===== config.mk =====
export PLATFORM = sky130hd
export DESIGN_NAME = c_style_unescape_decoder_flat
export DESIGN_NICKNAME = d
export VERILOG_FILES = /design/src/rtl/csud_pkg.sv /design/src/rtl/csud_in_if.sv /design/src/rtl/csud_out_if.sv /design/src/rtl/csud_step.sv /design/src/rtl/c_style_unescape_decoder.sv /design/src/flat_wrapper.sv
export VERILOG_INCLUDE_DIRS = /design/src /design/src/rtl
export SDC_FILE = /design/constraint.sdc
export NUM_CORES = 1
export LEC_CHECK = 0
export ABC_AREA = 1
export BUFFER_PORTS_ARGS = -buffer_cell sky130_fd_sc_hd__buf_2
export CORE_MARGIN = 10
export CORE_UTILIZATION = 45
export CTS_CLUSTER_DIAMETER = 40
export DETAILED_ROUTE_END_ITERATION = 10
export PLACE_DENSITY = 0.77
export RECOVER_POWER = 50
export SLEW_MARGIN = 5
export SYNTH_ARGS = -nofsm -noshare
export SYNTH_HDL_FRONTEND = slang
export SYNTH_HIERARCHICAL = 1
export SYNTH_SLANG_ARGS = --single-unit
export TNS_END_PERCENT = 20

===== constraint.sdc =====
create_clock -name clk -period 2.3 [get_ports clk]
set_input_delay 0.46 -clock clk [delete_from_list [all_inputs] [get_ports clk]]
set_output_delay 0.46 -clock clk [all_outputs]
set_load 0.02 [all_outputs]

===== src/rtl/c_style_unescape_decoder_macros.svh =====
// Assertion macros used by the decoder RTL.
`ifndef C_STYLE_UNESCAPE_DECODER_MACROS_SVH
`define C_STYLE_UNESCAPE_DECODER_MACROS_SVH

// Concurrent assertion on the rising clock edge, switched off while reset is held.
`define CSUD_ASSERT(lbl, prop, msg) \
    lbl: assert property (@(posedge clk) disable iff (!rst_n) prop) else $error(msg);

// Concurrent assertion on the rising clock edge that also holds during reset.
`define CSUD_ASSERT_ALWAYS(lbl, prop, msg) \
    lbl: assert property (@(posedge clk) prop) else $error(msg);

`endif


===== src/rtl/csud_pkg.sv =====
// Types, character codes and limits shared by the string decoder.
`timescale 1ns / 1ps
`default_nettype none

package csud_pkg;

    localparam int COUNT_W = 13;
    localparam logic [COUNT_W-1:0] MAX_LEN   = 13'd4096;
    localparam logic [COUNT_W-1:0] COUNT_ONE = 13'd1;

    localparam logic [7:0] CH_NUL    = 8'h00;
    localparam logic [7:0] CH_QUOTE  = 8'h22;
    localparam logic [7:0] CH_BSLASH = 8'h5C;
    localparam logic [7:0] CH_ZERO   = 8'h30;
    localparam logic [7:0] CH_SEVEN  = 8'h37;
    localparam logic [7:0] CH_A      = 8'h61;
    localparam logic [7:0] CH_B      = 8'h62;
    localparam logic [7:0] CH_F      = 8'h66;
    localparam logic [7:0] CH_N      = 8'h6E;
    localparam logic [7:0] CH_R      = 8'h72;
    localparam logic [7:0] CH_T      = 8'h74;
    localparam logic [7:0] CH_V      = 8'h76;

    localparam logic [7:0] CODE_BEL = 8'h07;
    localparam logic [7:0] CODE_BS  = 8'h08;
    localparam logic [7:0] CODE_HT  = 8'h09;
    localparam logic [7:0] CODE_LF  = 8'h0A;
    localparam logic [7:0] CODE_VT  = 8'h0B;
    localparam logic [7:0] CODE_FF  = 8'h0C;
    localparam logic [7:0] CODE_CR  = 8'h0D;

    typedef enum logic [2:0] {
        PH_WAIT = 3'd0,
        PH_BODY = 3'd1,
        PH_ESC  = 3'd2,
        PH_OCT1 = 3'd3,
        PH_OCT2 = 3'd4,
        PH_DONE = 3'd5
    } phase_t;

    typedef enum logic [1:0] {
        ST_BYTE = 2'd0,
        ST_OK   = 2'd1,
        ST_BAD  = 2'd2
    } status_t;

    typedef struct packed {
        phase_t             phase;
        logic [7:0]         octal_acc;
        logic [COUNT_W-1:0] byte_count;
    } state_t;

    typedef struct packed {
        logic [7:0]         out_byte;
        status_t            status;
        logic [COUNT_W-1:0] consumed;
        logic               last;
    } result_t;

endpackage

`default_nettype wire


===== src/rtl/csud_in_if.sv =====
// Input channel carrying one raw byte of quoted text per transaction.
`timescale 1ns / 1ps
`default_nettype none

interface csud_in_if;

    logic       valid;
    logic       ready;
    logic [7:0] in_byte;
    logic       start_req;

    modport source (output valid, output in_byte, output start_req, input ready);
    modport sink (input valid, input in_byte, input start_req, output ready);

endinterface

`default_nettype wire


===== src/rtl/csud_out_if.sv =====
// Output channel carrying one decoded result per transaction.
`timescale 1ns / 1ps
`default_nettype none

interface csud_out_if;

    logic                          valid;
    logic                          ready;
    logic [7:0]                    out_byte;
    logic [1:0]                    status;
    logic [csud_pkg::COUNT_W-1:0]  consumed;
    logic                          last;

    modport source (output valid, output out_byte, output status, output consumed,
                    output last, input ready);
    modport sink (input valid, input out_byte, input status, input consumed,
                  input last, output ready);

endinterface

`default_nettype wire


===== src/rtl/csud_step.sv =====
// Next-state and result logic of the parser for one raw byte.
`timescale 1ns / 1ps
`default_nettype none

module csud_step (
    input  wire logic [7:0]        in_byte,
    input  wire logic              start_req,
    input  wire csud_pkg::state_t  state_cur,
    output csud_pkg::state_t       state_next,
    output logic                   res_valid,
    output csud_pkg::result_t      res
);

    csud_pkg::state_t                  st;
    logic [csud_pkg::COUNT_W-1:0]      cnt_inc;
    logic                              is_oct;
    logic [2:0]                        digit;
    logic                              fail;

    always_comb
    begin
        st = state_cur;
        if (start_req)
        begin
            st.phase      = csud_pkg::PH_WAIT;
            st.octal_acc  = '0;
            st.byte_count = '0;
        end

        cnt_inc = (st.byte_count < csud_pkg::MAX_LEN) ? st.byte_count + csud_pkg::COUNT_ONE
                                                      : st.byte_count;
        is_oct  = (in_byte >= csud_pkg::CH_ZERO) && (in_byte <= csud_pkg::CH_SEVEN);
        digit   = in_byte[2:0];
        fail    = 1'b0;

        state_next   = st;
        res_valid    = 1'b0;
        res.out_byte = '0;
        res.status   = csud_pkg::ST_BYTE;
        res.consumed = '0;
        res.last     = 1'b0;

        unique case (st.phase)
            csud_pkg::PH_WAIT:
            begin
                state_next.byte_count = csud_pkg::COUNT_ONE;
                if (in_byte != csud_pkg::CH_QUOTE)
                begin
                    fail = 1'b1;
                end
                else
                begin
                    state_next.phase = csud_pkg::PH_BODY;
                end
            end
            csud_pkg::PH_BODY:
            begin
                state_next.byte_count = cnt_inc;
                priority if (in_byte == csud_pkg::CH_QUOTE)
                begin
                    state_next.phase = csud_pkg::PH_DONE;
                    res_valid        = 1'b1;
                    res.status       = csud_pkg::ST_OK;
                    res.consumed     = cnt_inc;
                    res.last         = 1'b1;
                end
                else if (in_byte == csud_pkg::CH_BSLASH)
                begin
                    state_next.phase = csud_pkg::PH_ESC;
                end
                else if (in_byte == csud_pkg::CH_NUL)
                begin
                    fail = 1'b1;
                end
                else
                begin
                    res_valid    = 1'b1;
                    res.out_byte = in_byte;
                end
            end
            csud_pkg::PH_ESC:
            begin
                state_next.byte_count = cnt_inc;
                state_next.phase      = csud_pkg::PH_BODY;
                res_valid             = 1'b1;
                unique case (in_byte)
                    csud_pkg::CH_A:      res.out_byte = csud_pkg::CODE_BEL;
                    csud_pkg::CH_B:      res.out_byte = csud_pkg::CODE_BS;
                    csud_pkg::CH_F:      res.out_byte = csud_pkg::CODE_FF;
                    csud_pkg::CH_N:      res.out_byte = csud_pkg::CODE_LF;
                    csud_pkg::CH_R:      res.out_byte = csud_pkg::CODE_CR;
                    csud_pkg::CH_T:      res.out_byte = csud_pkg::CODE_HT;
                    csud_pkg::CH_V:      res.out_byte = csud_pkg::CODE_VT;
                    csud_pkg::CH_BSLASH: res.out_byte = in_byte;
                    csud_pkg::CH_QUOTE:  res.out_byte = in_byte;
                    default:
                    begin
                        res_valid = 1'b0;
                        if (is_oct)
                        begin
                            state_next.octal_acc = {digit[1:0], 6'b0};
                            state_next.phase     = csud_pkg::PH_OCT1;
                        end
                        else
                        begin
                            fail = 1'b1;
                        end
                    end
                endcase
            end
            csud_pkg::PH_OCT1:
            begin
                state_next.byte_count = cnt_inc;
                if (is_oct)
                begin
                    state_next.octal_acc = st.octal_acc | {2'b0, digit, 3'b0};
                    state_next.phase     = csud_pkg::PH_OCT2;
                end
                else
                begin
                    fail = 1'b1;
                end
            end
            csud_pkg::PH_OCT2:
            begin
                state_next.byte_count = cnt_inc;
                if (is_oct)
                begin
                    res_valid            = 1'b1;
                    res.out_byte         = st.octal_acc | {5'b0, digit};
                    state_next.octal_acc = '0;
                    state_next.phase     = csud_pkg::PH_BODY;
                end
                else
                begin
                    fail = 1'b1;
                end
            end
            csud_pkg::PH_DONE:
            begin
                state_next = st;
            end
            default:
            begin
                state_next = st;
            end
        endcase

        if (fail)
        begin
            state_next.phase = csud_pkg::PH_DONE;
            res_valid        = 1'b1;
            res.out_byte     = '0;
            res.status       = csud_pkg::ST_BAD;
            res.consumed     = '0;
            res.last         = 1'b1;
        end
    end

endmodule

`default_nettype wire


===== src/rtl/c_style_unescape_decoder.sv =====
// Top level of the streaming decoder for double-quoted C-style strings.
`timescale 1ns / 1ps
`default_nettype none

// The decoder takes one raw byte per transaction on raw and gives at most one result per
// byte on decoded, and it accepts a byte in every cycle unless the input side stalls. An
// accepted byte is held in the input register and passes through the parser logic into the
// result register when the input register advances. The input side stalls only
// when a byte that yields a result meets a full result register that is not being taken.
// Escape introducers, the opening quote, the first two octal digits and bytes after the end
// of a string give no result. A malformed string ends with one result of status 2, after
// which the consumer should drop the bytes already received for that string.
module c_style_unescape_decoder (
    input  wire logic   clk,
    input  wire logic   rst_n,
    csud_in_if.sink     raw,
    csud_out_if.source  decoded
);

`include "c_style_unescape_decoder_macros.svh"

    logic               s1_valid_reg;
    logic [7:0]         s1_byte_reg;
    logic               s1_start_reg;
    logic               s1_adv;

    csud_pkg::state_t   state_reg;
    csud_pkg::state_t   state_next;

    logic               step_res_valid;
    csud_pkg::result_t  step_res;

    logic               res_valid_reg;
    csud_pkg::result_t  res_reg;

    csud_step u_step (
        .in_byte    (s1_byte_reg),
        .start_req  (s1_start_reg),
        .state_cur  (state_reg),
        .state_next (state_next),
        .res_valid  (step_res_valid),
        .res        (step_res)
    );

    assign s1_adv    = s1_valid_reg && (!step_res_valid || !res_valid_reg || decoded.ready);
    assign raw.ready = !s1_valid_reg || s1_adv;

    always_ff @(posedge clk or negedge rst_n)
    begin
        if (!rst_n)
        begin
            s1_valid_reg <= 1'b0;
        end
        else if (raw.ready)
        begin
            s1_valid_reg <= raw.valid;
        end
    end

    always_ff @(posedge clk)
    begin
        if (raw.valid && raw.ready)
        begin
            s1_byte_reg  <= raw.in_byte;
            s1_start_reg <= raw.start_req;
        end
    end

    always_ff @(posedge clk or negedge rst_n)
    begin
        if (!rst_n)
        begin
            state_reg.phase      <= csud_pkg::PH_WAIT;
            state_reg.octal_acc  <= '0;
            state_reg.byte_count <= '0;
        end
        else if (s1_adv)
        begin
            state_reg <= state_next;
        end
    end

    always_ff @(posedge clk or negedge rst_n)
    begin
        if (!rst_n)
        begin
            res_valid_reg <= 1'b0;
        end
        else if (s1_adv && step_res_valid)
        begin
            res_valid_reg <= 1'b1;
        end
        else if (decoded.ready)
        begin
            res_valid_reg <= 1'b0;
        end
    end

    always_ff @(posedge clk)
    begin
        if (s1_adv && step_res_valid)
        begin
            res_reg <= step_res;
        end
    end

    assign decoded.valid    = res_valid_reg;
    assign decoded.out_byte = res_reg.out_byte;
    assign decoded.status   = res_reg.status;
    assign decoded.consumed = res_reg.consumed;
    assign decoded.last     = res_reg.last;

    `CSUD_ASSERT(a_last_matches_status, res_valid_reg |-> (res_reg.last == (res_reg.status != csud_pkg::ST_BYTE)), "The last flag disagrees with the result status.")
    `CSUD_ASSERT(a_count_only_on_ok, (res_valid_reg && res_reg.status != csud_pkg::ST_OK) |-> (res_reg.consumed == '0), "A byte count appears on a result that is not an ok end.")
    `CSUD_ASSERT(a_count_saturates, state_reg.byte_count <= csud_pkg::MAX_LEN, "The byte count has passed its limit.")
    `CSUD_ASSERT(a_done_after_last, (s1_adv && step_res_valid && step_res.last) |=> (state_reg.phase == csud_pkg::PH_DONE), "The parser did not finish after the final result.")
    `CSUD_ASSERT(a_silent_when_done, (s1_valid_reg && !s1_start_reg && state_reg.phase == csud_pkg::PH_DONE) |-> !step_res_valid, "A finished string produced a further result.")

endmodule

`default_nettype wire

===== src/flat_wrapper.sv =====
// flat-port wrapper written by rule: the top's interface ports become plain ports
module c_style_unescape_decoder_flat 
  (clk, rst_n, raw_valid, raw_in_byte, raw_start_req, raw_ready, decoded_valid, decoded_out_byte, decoded_status, decoded_consumed, decoded_last, decoded_ready);
  csud_in_if raw_i ();
  csud_out_if decoded_i ();
  input  wire logic clk;
  input  wire logic rst_n;
  input wire logic [$bits(raw_i.valid)-1:0] raw_valid;
  input wire logic [$bits(raw_i.in_byte)-1:0] raw_in_byte;
  input wire logic [$bits(raw_i.start_req)-1:0] raw_start_req;
  output wire logic [$bits(raw_i.ready)-1:0] raw_ready;
  output wire logic [$bits(decoded_i.valid)-1:0] decoded_valid;
  output wire logic [$bits(decoded_i.out_byte)-1:0] decoded_out_byte;
  output wire logic [$bits(decoded_i.status)-1:0] decoded_status;
  output wire logic [$bits(decoded_i.consumed)-1:0] decoded_consumed;
  output wire logic [$bits(decoded_i.last)-1:0] decoded_last;
  input wire logic [$bits(decoded_i.ready)-1:0] decoded_ready;
  assign raw_i.valid = raw_valid;
  assign raw_i.in_byte = raw_in_byte;
  assign raw_i.start_req = raw_start_req;
  assign raw_ready = raw_i.ready;
  assign decoded_valid = decoded_i.valid;
  assign decoded_out_byte = decoded_i.out_byte;
  assign decoded_status = decoded_i.status;
  assign decoded_consumed = decoded_i.consumed;
  assign decoded_last = decoded_i.last;
  assign decoded_i.ready = decoded_ready;
  c_style_unescape_decoder u_core (.clk(clk), .rst_n(rst_n), .raw(raw_i), .decoded(decoded_i));
endmodule

==> results of run 1 <==
final timing paths:
check | startpoint | endpoint | slack [ps] | depth (start not counted)
min in group asynchronous | rst_n | u_core/state_reg[6] | 430 | 1
worst max-delay path | u_core/s1_start_reg | raw_ready | -200 | 12
max in group asynchronous | rst_n | u_core/state_reg[20] | 1030 | 1
worst min-delay path | raw_in_byte[5] | u_core/s1_byte_reg[5] | 290 | 1
worst min register to register | u_core/state_reg[9] | u_core/state_reg[9] | 480 | 2
worst max register to register | u_core/s1_start_reg | u_core/state_reg[6] | 60 | 14
area by class of cell:
cell class / instances / area [um2]
clock buffers: 9 / 124
clock inverters: 7 / 67.6
fillers: 661 / 3160
inverters: 50 / 204
multi-input cells: 331 / 1720
flip-flops and latches: 59 / 1640
well taps: 102 / 128
repair buffers: 88 / 599
synthesized netlist by cell type:
cell type | n | area [um2]
xnor2_1 | 1 | 8.76
ha_1 | 1 | 12.5
xor2_1 | 6 | 52.6
a211oi_2 | 1 | 12.5
nand2_4 | 2 | 22.5
clkinv_1 | 1 | 3.75
inv_4 | 1 | 6.26
nor3_4 | 1 | 16.3
nand3_1 | 51 | 255
inv_2 | 3 | 11.3
a21oi_1 | 11 | 55.1
clkbuf_1 | 1 | 3.75
nor2_2 | 3 | 18.8
nand2_1 | 145 | 544
nand4_1 | 4 | 25.0
edfxtp_1 | 33 | 991
dfrtp_1 | 26 | 651
nand4_4 | 1 | 21.3
o22ai_1 | 9 | 56.3
o21ai_0 | 16 | 80.1
inv_1 | 44 | 165
o2bb2ai_1 | 1 | 8.76
nor2_4 | 4 | 45.0
clkinv_4 | 1 | 8.76
o211ai_1 | 2 | 15.0
nand3_4 | 2 | 35.0
nor2_1 | 61 | 229
nor3_1 | 1 | 5.00
and2_1 | 1 | 6.26
mux2i_1 | 1 | 10.0
buf_2 | 5 | 25.0
nand2_2 | 4 | 25.0
nand3_2 | 2 | 20.0
buf_6 | 5 | 56.3
buf_4 | 1 | 7.51
cells by family (layout without fill, tap and decap cells):
logic type	count (synthesis)	in the layout	synth area share (%)
buf+inv	62	154	8.20
simple gates	282	282	36.1
compound gates	40	40	6.49
xor+xnor	7	7	1.75
flops	59	59	46.8
fa+ha+maj	1	1	0.356
mux	1	1	0.285
layer usage:
| metal | global-route usage (%) | wire length, um |
|---|---|---|
| met1 | 20.7 | 4080 |
| met2 | 25.3 | 4500 |
| met3 | 3.03 | 997 |
| met4 | 6.69 | 224 |
| met5 | 0 | 0 |
through the flow:
stage	instance area, um2	hold slack [ps]
after floorplan	3510	164
after global placement	3920	455
after detailed placement	3920	460
after CTS	4270	135
after global routing	4490	291
final	4490	295
where the power goes:
group | total, mW | internal [mW] | switching [mW] | leakage [nW]
clock network | 0.914 | 0.495 | 0.418 | 0.0931
registers | 1.48 | 1.36 | 0.119 | 0.671
logic | 1.54 | 0.561 | 0.979 | 1.25
total | 3.93 | 2.41 | 1.52 | 2.02
repair_timing:
item	CTS	global route
gates resized for setup	23	34
endpoints found under the hold margin	0	0
hold buffers	0	0
setup buffers	14	16
endpoints found under the setup margin	2	49
pin swaps	10	15
==> results_tabular.tex, run 1 <==
\begin{tabular}{lr}
\hline
Metric & Value \\
\hline
\multicolumn{2}{l}{\textbf{Setup path}} \\
\quad Buffer and inverter count on the worst path & 3 \\
\quad Worst path slowest cell & edfxtp\_1 \\
\quad Endpoint required time on the critical path & 1840 ps \\
\quad Cell chain of the critical path & buf\_6 -> nor2\_4 -> nand3\_2 -> nand2\_2 -> nand2\_1 -> nand2\_1 -> nor2\_2 -> nand2\_2 -> inv\_2 -> nand2\_2 -> nand4\_1 -> buf\_6 \\
\quad Critical path capture point type & primary output \\
\quad Worst path arrival time & 2040 ps \\
\quad Critical path launch point type & flip-flop \\
\quad Critical path's largest stage delay & 480 ps \\
\quad Maximum fanout count along the critical path & 4 \\
\quad Gate family responsible for the most delay along the worst path & simple AND/OR/NAND/NOR gates \\
\quad Critical path start-end classification & reg -> out \\
\quad Most used cell, CP & nand2\_2 \\
\multicolumn{2}{l}{\textbf{Synthesis}} \\
\quad Synth warnings & 6 \\
\quad Mean post-synth cell area & 7.76 um2 \\
\quad Number of instances in the synthesized netlist & 452 \\
\quad Cell area after technology mapping & 3510 um2 \\
\quad Yosys reg bits & 59 \\
\quad Net count after synthesis & 466 \\
\quad Unique masters post-synth & 35 \\
\quad Sequential cell area fraction in the yosys report & 46.8\% \\
\multicolumn{2}{l}{\textbf{Placement}} \\
\quad Cell Count Post-Placement & 601 \\
\quad Place WS & -3.05 ps \\
\quad Gp weighted congestion & 0.923 \\
\quad Post-detailed-placement half-perimeter wirelength & 6580 um \\
\quad Number of port buffers & 38 \\
\multicolumn{2}{l}{\textbf{Clock network}} \\
\quad Deepest level of the CTS H-tree & 3 \\
\quad Reg clk slew, reported paths & 70 ps \\
\quad Cell chosen for the clock root & clkbuf\_8 \\
\quad Num CTS Buffers & 9 \\
\quad Clock tree from TritonCTS & done \\
\quad Clock insertion delay at the later pin of the skew report & 340 ps \\
\quad CTS Sinks & 59 \\
\quad Longest Clk Path Bufs & 2 \\
\multicolumn{2}{l}{\textbf{Layout}} \\
\quad Final net count & 553 \\
\quad N\_diodes & 0 \\
\quad Fraction of layout cells with a size suffix above 1 & 26.3\% \\
\quad Final cell count without fillers & 646 \\
\quad Most common library cell in the layout ignoring fill and taps & nand2\_1 \\
\quad Most frequent cells in the layout & nand2\_1, nor2\_1, nand3\_1, buf\_4, inv\_1 \\
\quad Max reg flops & 24 \\
\quad Final core area utilization & 58.7\% \\
\quad Synth-to-Final Area Change & 27.8\% \\
\multicolumn{2}{l}{\textbf{Floorplan}} \\
\quad I/O Pins & 39 \\
\quad Core ar. & 7650 um2 \\
\quad Die outline width & 108 um \\
\quad Initial standard-cell utilization of the core & 45.9\% \\
\quad Die footprint & 11700 um2 \\
\quad Overall die height & 108 um \\
\quad Number of placement rows & 32 \\
\multicolumn{2}{l}{\textbf{Global route}} \\
\quad Global router's overall resource usage & 15.9\% \\
\quad Largest net degree at the start of global routing & 27 \\
\quad Number of antenna violations at the first check in global routing & 0 \\
\quad First-pass GRT wire length & 15000 um \\
\quad Number of global-route vias before repair & 3138 \\
\quad Congestion Overflow GR & 0 \\
\multicolumn{2}{l}{\textbf{Timing}} \\
\quad Transition time at the pin with the least slew margin & 1420 ps \\
\quad Number of setup violations in the final report & 1 \\
\quad Final Hold Violating Endpoints & 0 \\
\quad Total count of max-transition violations in the final report & 0 \\
\quad Relative max-transition margin & 5.61\% \\
\quad Clock period minus worst slack & 2500 ps \\
\quad Setup\_tns & -204 ps \\
\quad Final worst slack & -204 ps \\
\quad Worst Skew & 9.52 ps \\
\quad Final critical-path share of the clock period & 109\% \\
\quad Unrepaired setup endpoints after global routing & true \\
\quad Maximum clock frequency & 399 MHz \\
\multicolumn{2}{l}{\textbf{Power}} \\
\quad Power per Cell Area & 876 nW/um2 \\
\quad Leakage Power & 2.02 nW \\
\quad Power consumption & 3.93 mW \\
\quad VDD IR-drop max & 0.594 mV \\
\multicolumn{2}{l}{\textbf{Flow run}} \\
\quad Max Cap Violations & 0 \\
\multicolumn{2}{l}{\textbf{Outcome}} \\
\quad Violated checks & setup timing \\
\quad Run status & complete, but fails checks \\
\multicolumn{2}{l}{\textbf{Detailed routing}} \\
\quad Total via count after detailed routing & 3480 \\
\quad Via-to-Cell Ratio & 5.39 \\
\quad Initial DRT Pass Iterations & 6 \\
\quad Number of nets with antenna violations after routing & 0 \\
\quad Drt wl/cell & 15.2 um \\
\quad Number of design-rule violations left by the first detailed-router iteration & 416 \\
\quad Final routed wirelength across all metal layers & 9800 um \\
\quad Residual DRC count & 0 \\
\multicolumn{2}{l}{\textbf{Hold path}} \\
\quad Path type of the worst min-delay path & in -> reg \\
\hline
\end{tabular}
(Power assumes the default switching activity.)
==> run 2, diff against run 1 <==
--- a/config.mk
+++ b/config.mk
@@ -12,7 +12,7 @@
 export CORE_UTILIZATION = 45
 export CTS_CLUSTER_DIAMETER = 40
 export DETAILED_ROUTE_END_ITERATION = 10
-export PLACE_DENSITY = 0.77
+export PLACE_DENSITY = 0.71
 export RECOVER_POWER = 50
 export SLEW_MARGIN = 5
 export SYNTH_ARGS = -nofsm -noshare
==> run 2 against run 1 <==
Compared with the run above:
- the run ends with capacitance limit, setup timing left
- via count down 1.8%
- global-route usage up 0.53 points
- register-to-register slack got worse by 200 ps
- critical path depth unchanged
- flip-flop and latch count unchanged
- clock skew increased by 2.5 ps
- setup slack improved by 32 ps
- clock-buffer cell count did not move
==> results_tabular.tex, run 2 (synthesis gave the netlist of run 1 again) <==
\begin{tabular}{lr}
\hline
Metric & Value \\
\hline
\multicolumn{2}{l}{\textbf{Floorplan}} \\
\quad Core ar. & 7650 um2 \\
\quad Die outline width & 108 um \\
\quad Overall die height & 108 um \\
\quad I/O Pins & 39 \\
\quad Number of placement rows & 32 \\
\quad Die footprint & 11700 um2 \\
\quad Initial standard-cell utilization of the core & 45.9\% \\
\multicolumn{2}{l}{\textbf{Hold path}} \\
\quad Depth of the worst hold-timing path & 1 \\
\quad Path type of the worst min-delay path & in -> reg \\
\multicolumn{2}{l}{\textbf{Layout}} \\
\quad Synth-to-Final Area Change & 29.7\% \\
\quad Final net count & 553 \\
\quad Max reg flops & 24 \\
\quad Most common library cell in the layout ignoring fill and taps & nand2\_1 \\
\quad Most frequent cells in the layout & nand2\_1, nor2\_1, nand3\_1, buf\_4, inv\_1 \\
\quad N\_diodes & 0 \\
\quad Final cell count without fillers & 646 \\
\quad Fraction of layout cells with a size suffix above 1 & 29.0\% \\
\quad Post-route standard cell area excluding fillers & 4550 um2 \\
\multicolumn{2}{l}{\textbf{Detailed routing}} \\
\quad Via-to-Cell Ratio & 5.29 \\
\quad Number of design-rule violations left by the first detailed-router iteration & 356 \\
\quad Total via count after detailed routing & 3419 \\
\quad Drt wl/cell & 15.6 um \\
\quad Residual DRC count & 0 \\
\quad Number of nets with antenna violations after routing & 0 \\
\quad Initial DRT Pass Iterations & 5 \\
\quad Final routed wirelength across all metal layers & 10000 um \\
\multicolumn{2}{l}{\textbf{Setup path}} \\
\quad Worst path arrival time & 2010 ps \\
\quad Worst R2R Path Depth & 17 \\
\quad Maximum fanout count along the critical path & 4 \\
\quad Critical path capture point type & primary output \\
\quad Endpoint required time on the critical path & 1840 ps \\
\quad Critical path start-end classification & reg -> out \\
\quad Critical path launch point type & flip-flop \\
\multicolumn{2}{l}{\textbf{Timing}} \\
\quad Transition time at the pin with the least slew margin & 1490 ps \\
\quad Total count of max-transition violations in the final report & 0 \\
\quad Final Hold Violating Endpoints & 0 \\
\quad Unrepaired setup endpoints after global routing & true \\
\quad Setup\_tns & -2500 ps \\
\quad Final worst slack & -172 ps \\
\quad Final critical-path share of the clock period & 107\% \\
\quad Clock period minus worst slack & 2470 ps \\
\quad Maximum clock frequency & 404 MHz \\
\quad Relative max-transition margin & 0.430\% \\
\quad Number of setup violations in the final report & 25 \\
\quad Worst Skew & 12.0 ps \\
\multicolumn{2}{l}{\textbf{Placement}} \\
\quad Place WS & 30.8 ps \\
\quad Post-detailed-placement half-perimeter wirelength & 6580 um \\
\quad Number of port buffers & 38 \\
\quad Cell Count Post-Placement & 604 \\
\quad Gp weighted congestion & 0.978 \\
\quad Instance area at placement & 3940 um2 \\
\multicolumn{2}{l}{\textbf{Global route}} \\
\quad Number of antenna violations at the first check in global routing & 0 \\
\quad First-pass GRT wire length & 15600 um \\
\quad Congestion Overflow GR & 0 \\
\quad Global router's overall resource usage & 16.4\% \\
\quad Number of global-route vias before repair & 3242 \\
\quad Largest net degree at the start of global routing & 27 \\
\multicolumn{2}{l}{\textbf{Power}} \\
\quad Leakage Power & 2.09 nW \\
\quad VDD IR-drop max & 0.650 mV \\
\quad Power consumption & 4.08 mW \\
\quad Power per Cell Area & 896 nW/um2 \\
\multicolumn{2}{l}{\textbf{Outcome}} \\
\quad Run status & complete, but fails checks \\
\quad Violated checks & capacitance limit, setup timing \\
\multicolumn{2}{l}{\textbf{Clock network}} \\
\quad Cell chosen for the clock root & clkbuf\_8 \\
\quad Longest Clk Path Bufs & 2 \\
\quad Clock insertion delay at the later pin of the skew report & 350 ps \\
\quad CTS Sinks & 59 \\
\quad Num CTS Buffers & 9 \\
\quad Clock tree from TritonCTS & done \\
\quad Deepest level of the CTS H-tree & 3 \\
\quad Reg clk slew, reported paths & 70 ps \\
\multicolumn{2}{l}{\textbf{Flow run}} \\
\quad Max Cap Violations & 1 \\
\hline
\end{tabular}
==> run 2: layout make-up <==
class | instances | area, um2
repair buffers | 85 | 609
multi-input cells | 333 | 1760
inverters | 50 | 206
clock buffers | 9 | 124
well taps | 102 | 128
clock inverters | 7 | 76.3
flip-flops and latches | 59 | 1640
fillers | 679 | 3090
repair inverters | 1 | 6.26
==> run 2: final timing paths <==
path	from	endpoint	slack, ps
worst max-delay path	u_core/s1_start_reg	raw_ready	-170
worst min-delay path	raw_in_byte[1]	u_core/s1_byte_reg[1]	290
worst max register to register	u_core/s1_start_reg	u_core/state_reg[5]	-140
worst min register to register	u_core/state_reg[14]	u_core/state_reg[14]	480
max in group asynchronous	rst_n	u_core/state_reg[17]	960
min in group asynchronous	rst_n	u_core/state_reg[7]	460
==> run 2: timing repair <==
item	CTS	global route
cloned	0	5
gates resized for setup	22	37
hold buffers	0	0
setup buffers	18	6
endpoints found under the setup margin	2	58
pin swaps	7	22
==> run 2: report_power, final <==
group          internal (mW)  total [mW]  switching (mW)
Combinational          0.618        1.67            1.05
Clock                  0.506       0.951           0.444
Sequential              1.36        1.46           0.105
==> run 2: critical path, cell delays in order, from the launching register on <==
cell and delay [ps]:
edfxtp_1 500, buf_6 170, nor2_4 160, nand3_4 110, nand2_4 80, nand2_2 50, nand2_2 70, nor2_2 40
nand2_2 70, inv_2 40, nand2_2 70, nand4_1 120, buf_6 170
==> run 2: metal layers <==
layer | part of all wire (%) | vias to the layer above | track usage, %
met1 | 42 | 1564 | 21.3
li1 | - | 1641 | -
met4 | 3.1 | 0 | 8.38
met2 | 46 | 187 | 26.1
met3 | 9.5 | 27 | 2.56
met5 | 0 | - | 0
==> run 2: through the flow <==
stage	hold slack, ps	util (%)
2_1_floorplan	164	-
3_3_place_gp	457	51.6
3_5_place_dp	463	51.6
4_1_cts	127	56.7
5_1_grt	275	59.5
6_report	286	59.5
